[src/design/tmcw_pkg.sv]
// Shared types and constants of the text-mode console writer.
package tmcw_pkg;

   localparam int COLUMNS_DEF = 80;
   localparam int ROWS_DEF = 25;
   // Linear cell index; wide enough for the largest screen size
   localparam int LIN_W = 12;
   localparam int POS_W = 11;
   localparam int QUEUE_DEPTH = 2;
   localparam int REQ_DATA_W = 24;
   localparam int RSP_DATA_W = 32;

   localparam logic [15:0] BLANK_AT_RESET = 16'h0720;
   localparam logic [7:0] CHAR_SPACE = 8'h20;
   localparam logic [7:0] CHAR_DEL = 8'h7F;
   localparam logic [7:0] CHAR_NEWLINE = 8'h0A;
   localparam logic [7:0] CHAR_RETURN = 8'h0D;
   localparam logic [7:0] CHAR_TAB = 8'h09;
   localparam logic [7:0] TAB_STEP = 8'd8;

   localparam logic [3:0] TEXT_COLOR_RESET = 4'd7;
   localparam logic [3:0] BACK_COLOR_RESET = 4'd0;
   localparam logic CSR_TEXT_COLOR = 1'b0;
   localparam logic CSR_BACK_COLOR = 1'b1;

   typedef enum logic [1:0] {
      OP_PUT = 2'd0,
      OP_SET = 2'd1,
      OP_CLEAR = 2'd2,
      OP_READ = 2'd3
   } op_type;

   typedef enum logic [2:0] {
      CH_NEWLINE = 3'd0,
      CH_RETURN = 3'd1,
      CH_TAB = 3'd2,
      CH_PRINT = 3'd3,
      CH_IGNORE = 3'd4
   } char_class_type;

   typedef struct packed {
      op_type op;
      char_class_type cls;
      logic in_range;
      logic [7:0] char_code;
      logic [6:0] column;
      logic [4:0] row;
      logic [LIN_W-1:0] target;
      logic eow;
   } cmd_type;

   typedef struct packed {
      logic status;
      logic [POS_W-1:0] pos;
      logic update;
      logic [15:0] cell_data;
      logic scrolled;
   } result_type;

endpackage

[src/design/tmcw_front.sv]
// Front end: accept request items, classify them and queue them for the back end.
module tmcw_front import tmcw_pkg::*; #(
   parameter int COLUMNS = COLUMNS_DEF,
   parameter int ROWS = ROWS_DEF
) (
   input  logic                  clock,
   input  logic                  reset,
   input  logic                  req_tvalid,
   output logic                  req_tready,
   input  logic [REQ_DATA_W-1:0] req_tdata,
   input  logic [1:0]            req_tuser,
   input  logic                  req_tlast,
   input  logic                  init_busy,
   output logic                  q_valid,
   output cmd_type               q_cmd,
   input  logic                  q_pop
);

   localparam int PTR_W = (QUEUE_DEPTH > 1) ? $clog2(QUEUE_DEPTH) : 1;
   localparam int CNT_W = $clog2(QUEUE_DEPTH + 1);

   cmd_type queue_ff [QUEUE_DEPTH];
   logic [PTR_W-1:0] wr_ptr_ff, wr_ptr_in;
   logic [PTR_W-1:0] rd_ptr_ff, rd_ptr_in;
   logic [CNT_W-1:0] count_ff, count_in;
   cmd_type in_cmd;
   logic push;
   logic [7:0] ch;

   assign ch = req_tdata[7:0];

   always_comb begin
      in_cmd = '0;
      in_cmd.op = op_type'(req_tuser);
      in_cmd.char_code = ch;
      in_cmd.column = req_tdata[14:8];
      in_cmd.row = req_tdata[19:15];
      in_cmd.eow = req_tlast;
      in_cmd.in_range = (req_tdata[14:8] < 7'(COLUMNS)) && (req_tdata[19:15] < 5'(ROWS));
      in_cmd.target = LIN_W'(req_tdata[19:15]) * LIN_W'(COLUMNS) + LIN_W'(req_tdata[14:8]);
      if (ch == CHAR_NEWLINE) begin
         in_cmd.cls = CH_NEWLINE;
      end else if (ch == CHAR_RETURN) begin
         in_cmd.cls = CH_RETURN;
      end else if (ch == CHAR_TAB) begin
         in_cmd.cls = CH_TAB;
      end else if (ch inside {[CHAR_SPACE:CHAR_DEL]}) begin
         in_cmd.cls = CH_PRINT;
      end else begin
         in_cmd.cls = CH_IGNORE;
      end
   end

   assign req_tready = !init_busy && (count_ff != CNT_W'(QUEUE_DEPTH));
   assign push = req_tvalid && req_tready;
   assign q_valid = (count_ff != '0);
   assign q_cmd = queue_ff[rd_ptr_ff];

   always_comb begin
      wr_ptr_in = wr_ptr_ff;
      rd_ptr_in = rd_ptr_ff;
      count_in = count_ff;
      if (push) begin
         wr_ptr_in = (wr_ptr_ff == PTR_W'(QUEUE_DEPTH - 1)) ? '0 : wr_ptr_ff + 1'b1;
      end
      if (q_pop) begin
         rd_ptr_in = (rd_ptr_ff == PTR_W'(QUEUE_DEPTH - 1)) ? '0 : rd_ptr_ff + 1'b1;
      end
      if (push && !q_pop) begin
         count_in = count_ff + 1'b1;
      end else if (!push && q_pop) begin
         count_in = count_ff - 1'b1;
      end
   end

   always_ff @(posedge clock) begin
      if (reset) begin
         wr_ptr_ff <= '0;
         rd_ptr_ff <= '0;
         count_ff <= '0;
      end else begin
         wr_ptr_ff <= wr_ptr_in;
         rd_ptr_ff <= rd_ptr_in;
         count_ff <= count_in;
      end
   end

   always_ff @(posedge clock) begin
      if (push) begin
         queue_ff[wr_ptr_ff] <= in_cmd;
      end
   end

   a_count_bound: assert property (@(posedge clock) disable iff (reset)
      count_ff <= CNT_W'(QUEUE_DEPTH))
      else $error("queue count beyond depth");

   a_pop_needs_item: assert property (@(posedge clock) disable iff (reset)
      q_pop |-> count_ff != '0)
      else $error("pop from empty queue");

endmodule

[config.mk]
export PLATFORM = sky130hd
export DESIGN_NAME = tmcw_front
export DESIGN_NICKNAME = d
export VERILOG_FILES = /design/src/design/tmcw_pkg.sv /design/src/design/tmcw_front.sv
export SDC_FILE = /design/constraint.sdc
export NUM_CORES = 1
export LEC_CHECK = 0
export BUFFER_PORTS_ARGS = -buffer_cell sky130_fd_sc_hd__buf_2
export CAP_MARGIN = 20
export CORE_MARGIN = 3
export CORE_UTILIZATION = 35
export DETAILED_ROUTE_END_ITERATION = 12
export SYNTH_ARGS = -nofsm -noshare
export SYNTH_HDL_FRONTEND = slang
export SYNTH_SLANG_ARGS = --single-unit
[constraint.sdc]
create_clock -name clock -period 3.12 [get_ports clock]
set_clock_uncertainty 0.2 [all_clocks]
set_input_delay 0.156 -clock clock [delete_from_list [all_inputs] [get_ports clock]]
set_output_delay 0.156 -clock clock [all_outputs]
set_load 0.01 [all_outputs]
---- Yosys cells after proc, flatten, opt, wreduce, memory -nomap -nowiden ----
Memories as Yosys holds them, arrays and structs flattened. A register that Yosys moved wholly into a read port is not among the register bits.
Index checks and enable logic that the tools add are counted.
word-level totals
  bits in registers ....................... 4
  latch bits .............................. 0
  bits in writable memories ............... 78
  memory bits (read-only) ................. 0
  bits of input ports ..................... 32
  output and inout bits ................... 41
  logic and storage cells ................. 41
  memories ................................ 1
memories
  name      depth  width  rd ports  clocked after memory_dff  wr ports  RTL line          source
  queue_ff  2      39     1         1                         1         tmcw_front.sv:22  cmd_type queue_ff [QUEUE_DEPTH];
operators by class
  $add $sub $neg .......................... 5
  multipliers ............................. 1
  div/mod/pow operators ................... 0
  order comparisons ....................... 4
  eq/ne operators ......................... 4
  shift-type cells ........................ 0
  muxes and demuxes ....................... 12
  bitwise logic cells ..................... 0
  reduce and logical (&&, ||, !) cells .... 11
operator list
  kind                                                                              number
  8-bit by 4-bit equality test with 1-bit output, second input constant             3
  12-bit by 7-bit adder with 12-bit output                                          1
  3-bit 2-to-1 mux                                                                  4
  8-bit by 6-bit >= comparator with 1-bit output, second input constant             1
  8-bit by 7-bit less-or-equal comparator with 1-bit output, second input constant  1
  5-bit by 3-bit multiplier with 8-bit output, second input constant                1
  7-bit < comparator, second input constant                                         1
  1-bit logical AND                                                                 6
  1-bit 2-to-1 mux                                                                  6
  5-bit < comparator, second input constant                                         1
  2-bit 2-to-1 mux                                                                  2
  2-bit nonzero test                                                                2
  1-bit logical NOT                                                                 3
  1-bit adder, second input constant                                                2
  2-bit by 1-bit adder with 2-bit output, second input constant                     1
  2-bit inequality test, second input constant                                      1
  2-bit by 1-bit subtractor with 2-bit output, second input constant                1

---- Logic depth before layout (Yosys ltp) ----
  depth after elaboration ................. 7
  mapped depth ............................ 6
  gate-level depth less buffers ........... 6

---- Least setup slack after synthesis ----
No wires, ideal clock.
  path kind ............................... register to register
  start ................................... register count_ff[0]
  end ..................................... memory queue_ff[0][0] (netlist bit), enable pin
  arrival time ............................ 2,352 ps
  slack ................................... 137 ps
  stages on the path, launching flop included .. 4
  period minus slack after synthesis ...... 2,983 ps
  cell sequence ........................... dfxtp_1 -> inv_2 -> a211oi_4 -> nor2b_1
on the way
  longest elaborated chain between the ends .. 5
ends and longest elaborated chain
  what                                    RTL line          source
  start: declaration                      tmcw_front.sv:25  logic [CNT_W-1:0] count_ff, count_in;
  start signal: assignment                tmcw_front.sv:84  count_ff <= count_in;
  2-bit inequality test                   tmcw_front.sv:54  assign req_tready = !init_busy && (count_ff != CNT_W'(QUEUE_DEPTH));
  1-bit logical AND                       tmcw_front.sv:54
  1-bit logical AND                       tmcw_front.sv:55  assign push = req_tvalid && req_tready;
  1-bit 2-to-1 mux                        tmcw_front.sv:89  if (push) begin
  1-bit 2-to-1 mux (not written as such)  tmcw_front.sv:90  queue_ff[wr_ptr_ff] <= in_cmd;
  end: declaration                        tmcw_front.sv:22
Every way passes these cells.

==> metrics.md <==
| Metric | Value |
|---|---|
| Num Clock Sinks | 75 |
| Worst r2r dst | queue_ff[0][11]$_DFFE_PP_ |
| Placement Rows | 34 |
| Initial antenna violation count | 0 |
| Gate power share | 14.3% |
| CTS tree | built |
| Post-CTS Setup Inserts | 0 |
| Post-synth EDFFs | 70 |
| Synthesized area | between 3000 and 4000 sq um |
| Core ar. | roughly 8700 sq um |
| Hold_ws | between 60 and 70 ps |
| Clk slew on worst S/H paths | ~80 ps |
| Die Ht | between 100 and 150 um |
| CTS Buffer Depth | 2 |
| Sequential-to-total area share from yosys stat | between 60% and 70% |
| Slew @ Worst Pin | slightly below 900 ps |
| Placed Instance Area | between 3000 and 4000 sq um |
| Worst EP arrival | between 2000 and 2500 ps |
| Final wirelength | roughly 5600 um |
| Critical-path top delay cell | dlygate4sd3_1 |
| Peak fanout along the critical path | 6 |
| Type of the worst setup path | primary input to register |
| Cell depth of the worst setup path | 8 |
| Syn Inst Count | ~180 |
| Sw Share | ~22% |
| Leak | roughly 1.6 nW |
| Net Switching | about 550 uW |
| Most frequent cells in the layout | edfxtp_1, buf_2, mux2_2 |
| Final worst path period share | just over 80% |
| R2r setup slk | 1030 ps |
| CP startpoint kind | primary input |
| Drt wl/cell | 14.3 um |
| Hpwl dp | around 3700 um |
| Critical path capture point type | register |
| CP max stage delay | 540 ps |
| Chip width | 101 um |
| Post-cts repair resize count | 0 |
| P per Cell Area | 587 nW/um^2 |
| # fillers | ~760 |
| Ys Warns | 0 |
| Multi-input gate area | a little under 900 sq um |
| Worst r2r path cells | 4 |
| Most common cell after layout, fill and taps aside | edfxtp_1 |
| Vias | about 1,800 |
| Die area | just over 10,000 sq um |
| Period minus WS final | approximately 2500 ps |
| Post-synthesis to final-layout area growth | 31.0% |
| Io pins | 73 |
| Fin. Hold Viols | 0 |
| Distinct cells, synth | 30 |
| Number of global-route vias before repair | ~1,900 |
| Number of max-cap violations | 0 |
| Clock power share | 35.9% |
| RSZ-0062 raised after global routing | false |
| HP Class | primary input to register |
| Clock root buffer | clkbuf_8 |
| Starting Density | between 30% and 40% |
| Placed Cells | roughly 350 |
| Setup TNS | 0 ps |
| DR vias/cell | roughly 4.6 |
| Clk Latency, worst-skew pair | around 330 ps |
| Top Family by Delay on Critical Path | adder cells |
| Antenna-violating nets left | 0 |
| Finished Cell Area | 4140 sq um |
| Cell-by-cell trace of the critical path | dlygate4sd3_1, buf_2, ha_1, ha_1, fa_1, xor2_1, nor3b_2, xor2_1 |
| Worst r2r src | count_ff[0]$_SDFFE_PP0P_ |
| Reg power frac | 49.8% |
| Num CTS Buffers | 9 |
| Gr usage total | around an eighth |
| Buf/Inv on CP | 2 |
| Ys flop type | edfxtp_1 |
| I/O Buffers | between 60 and 70 |
| Final setup fails | 0 |
| Wire length of the first global-routing pass | 9030 um |
| 1st-iter DRT viols | 24 |
| Critical Path RT | around 3100 ps |
| Slew Limit Headroom | around two fifths |
| Final antenna diode count | 0 |
| Post-Syn Nets | approximately 230 |
| Mean post-synth cell area | approximately 17 sq um |
| Register area | around 2200 sq um |
| Drt pass-1 iters | 4 |
| Status | complete, no violations |
| Synthesized flop and latch total | 75 |
| Slew Viols, Final | 0 |
| Internal Pwr Total | 1.88 mW |
| CTS HTree Levels | 3 |
| Total congestion overflow | 0 |
| Worst setup path start | req_tdata[16] |
| Nets@finish | between 300 and 400 |
| GPL Wtd Cong | approximately 0.72 |
| FFs w/ async S/R, synth | 0% |
| VDD IR max | between 0.2 and 0.25 mV |
| Max Freq | about 400 MHz |
| Share of cells above drive strength 1 | about 44% |
| Drc violations | 0 |
| Largest net degree at the start of global routing | 36 |
| Final std cells w/o fill | 394 |
| CP endpoint | queue_ff[0][11]$_DFFE_PP_ |
repair_timing:
action	in CTS	in global routing
hold endpoints to repair	53	0
endpoints found under the setup margin	0	0
hold buffers	27	0
logic make-up (layout without fill, tap and decap cells):
kind of cell	Yosys count	after routing	synth area share, %
buf+inv	13	118	2.18
mux	35	35	12.5
xor+xnor	11	11	3.05
compound gates	17	17	3.89
flops	75	75	69.8
fa+ha+maj	12	12	5.23
simple gates	18	18	3.37
layout make-up:
class                      instances  share of cell area (%)
timing repair buffer              97                    15.7
inverter                           5                   0.454
multi-input combinational         93                    21.6
clock inverter                     5                    2.48
clock buffer                      11                    3.18
tap                              108                    3.27
sequential                        75                    53.3
how the worst min path moves through the flow:
stage / startpoint / end / slack (ps) / cells past startpoint
floorplan: reset / count_ff[1]$_SDFFE_PP0P_ / 30 / 1
global placement: req_tuser[0] / queue_ff[0][37]$_DFFE_PP_ / 150 / 1
detailed placement: req_tuser[0] / queue_ff[1][37]$_DFFE_PP_ / 150 / 1
CTS: req_tvalid / wr_ptr_ff$_SDFFE_PP0N_ / 50 / 5
global route: req_tvalid / wr_ptr_ff$_SDFFE_PP0N_ / 50 / 5
finish: req_tvalid / wr_ptr_ff$_SDFFE_PP0N_ / 70 / 5
Yosys cell counts (2+ instances only):
| cell type | count | area share (%) |
|---|---|---|
| edfxtp_1 | 70 | 67 |
| mux2_2 | 35 | 12 |
| ha_1 | 10 | 4.0 |
| xor2_1 | 7 | 1.9 |
| a21oi_1 | 6 | 0.95 |
| nor2_1 | 6 | 0.71 |
| dfxtp_1 | 5 | 3.2 |
| buf_2 | 4 | 0.63 |
| buf_4 | 4 | 0.95 |
| inv_1 | 4 | 0.48 |
| xnor2_1 | 4 | 1.1 |
| a21o_1 | 3 | 0.71 |
| and2_1 | 2 | 0.40 |
| fa_1 | 2 | 1.3 |
| nor2b_1 | 2 | 0.40 |
| o21ai_0 | 2 | 0.32 |
| o22ai_1 | 2 | 0.40 |
routing by layer:
layer,global-route usage [%],vias to the layer above,part of all wire [%]
met1,13.4,872,42
li1,-,886,-
met4,5.83,0,2.2
met5,0,-,0
met3,2.91,12,4.6
met2,20.3,43,52
tightest hold or removal path, cell delays in order:
cell and delay, ps:
buf_2 90, inv_1 80, a211oi_4 60, xnor2_1 130, nor2_1 40
power by group through the flow:
stage                     sequential (mW)  combinational [mW]  clock (mW)
after CTS                            1.21               0.355       0.900
after global routing                 1.22               0.383       0.936
final                                1.21               0.348       0.872
after detailed placement             1.23               0.325           0
after global placement               1.23               0.321           0
after floorplan                      1.21               0.221           0
flip-flops by register name, summed over array words and instances (netlist names), named ones only:
register,count
count_ff,2
queue_ff,70
rd_ptr_ff,1
wr_ptr_ff,1
through the flow:
step,setup slack (ps),power [mW],utilization (%)
floorplan,137,1.43,-
global placement,856,1.55,41.6
detailed placement,825,1.56,41.6
CTS,628,2.47,47.4
global route,483,2.54,47.4
finish,586,2.43,47.4
No activity file was read; power rests on OpenSTA's default activity.
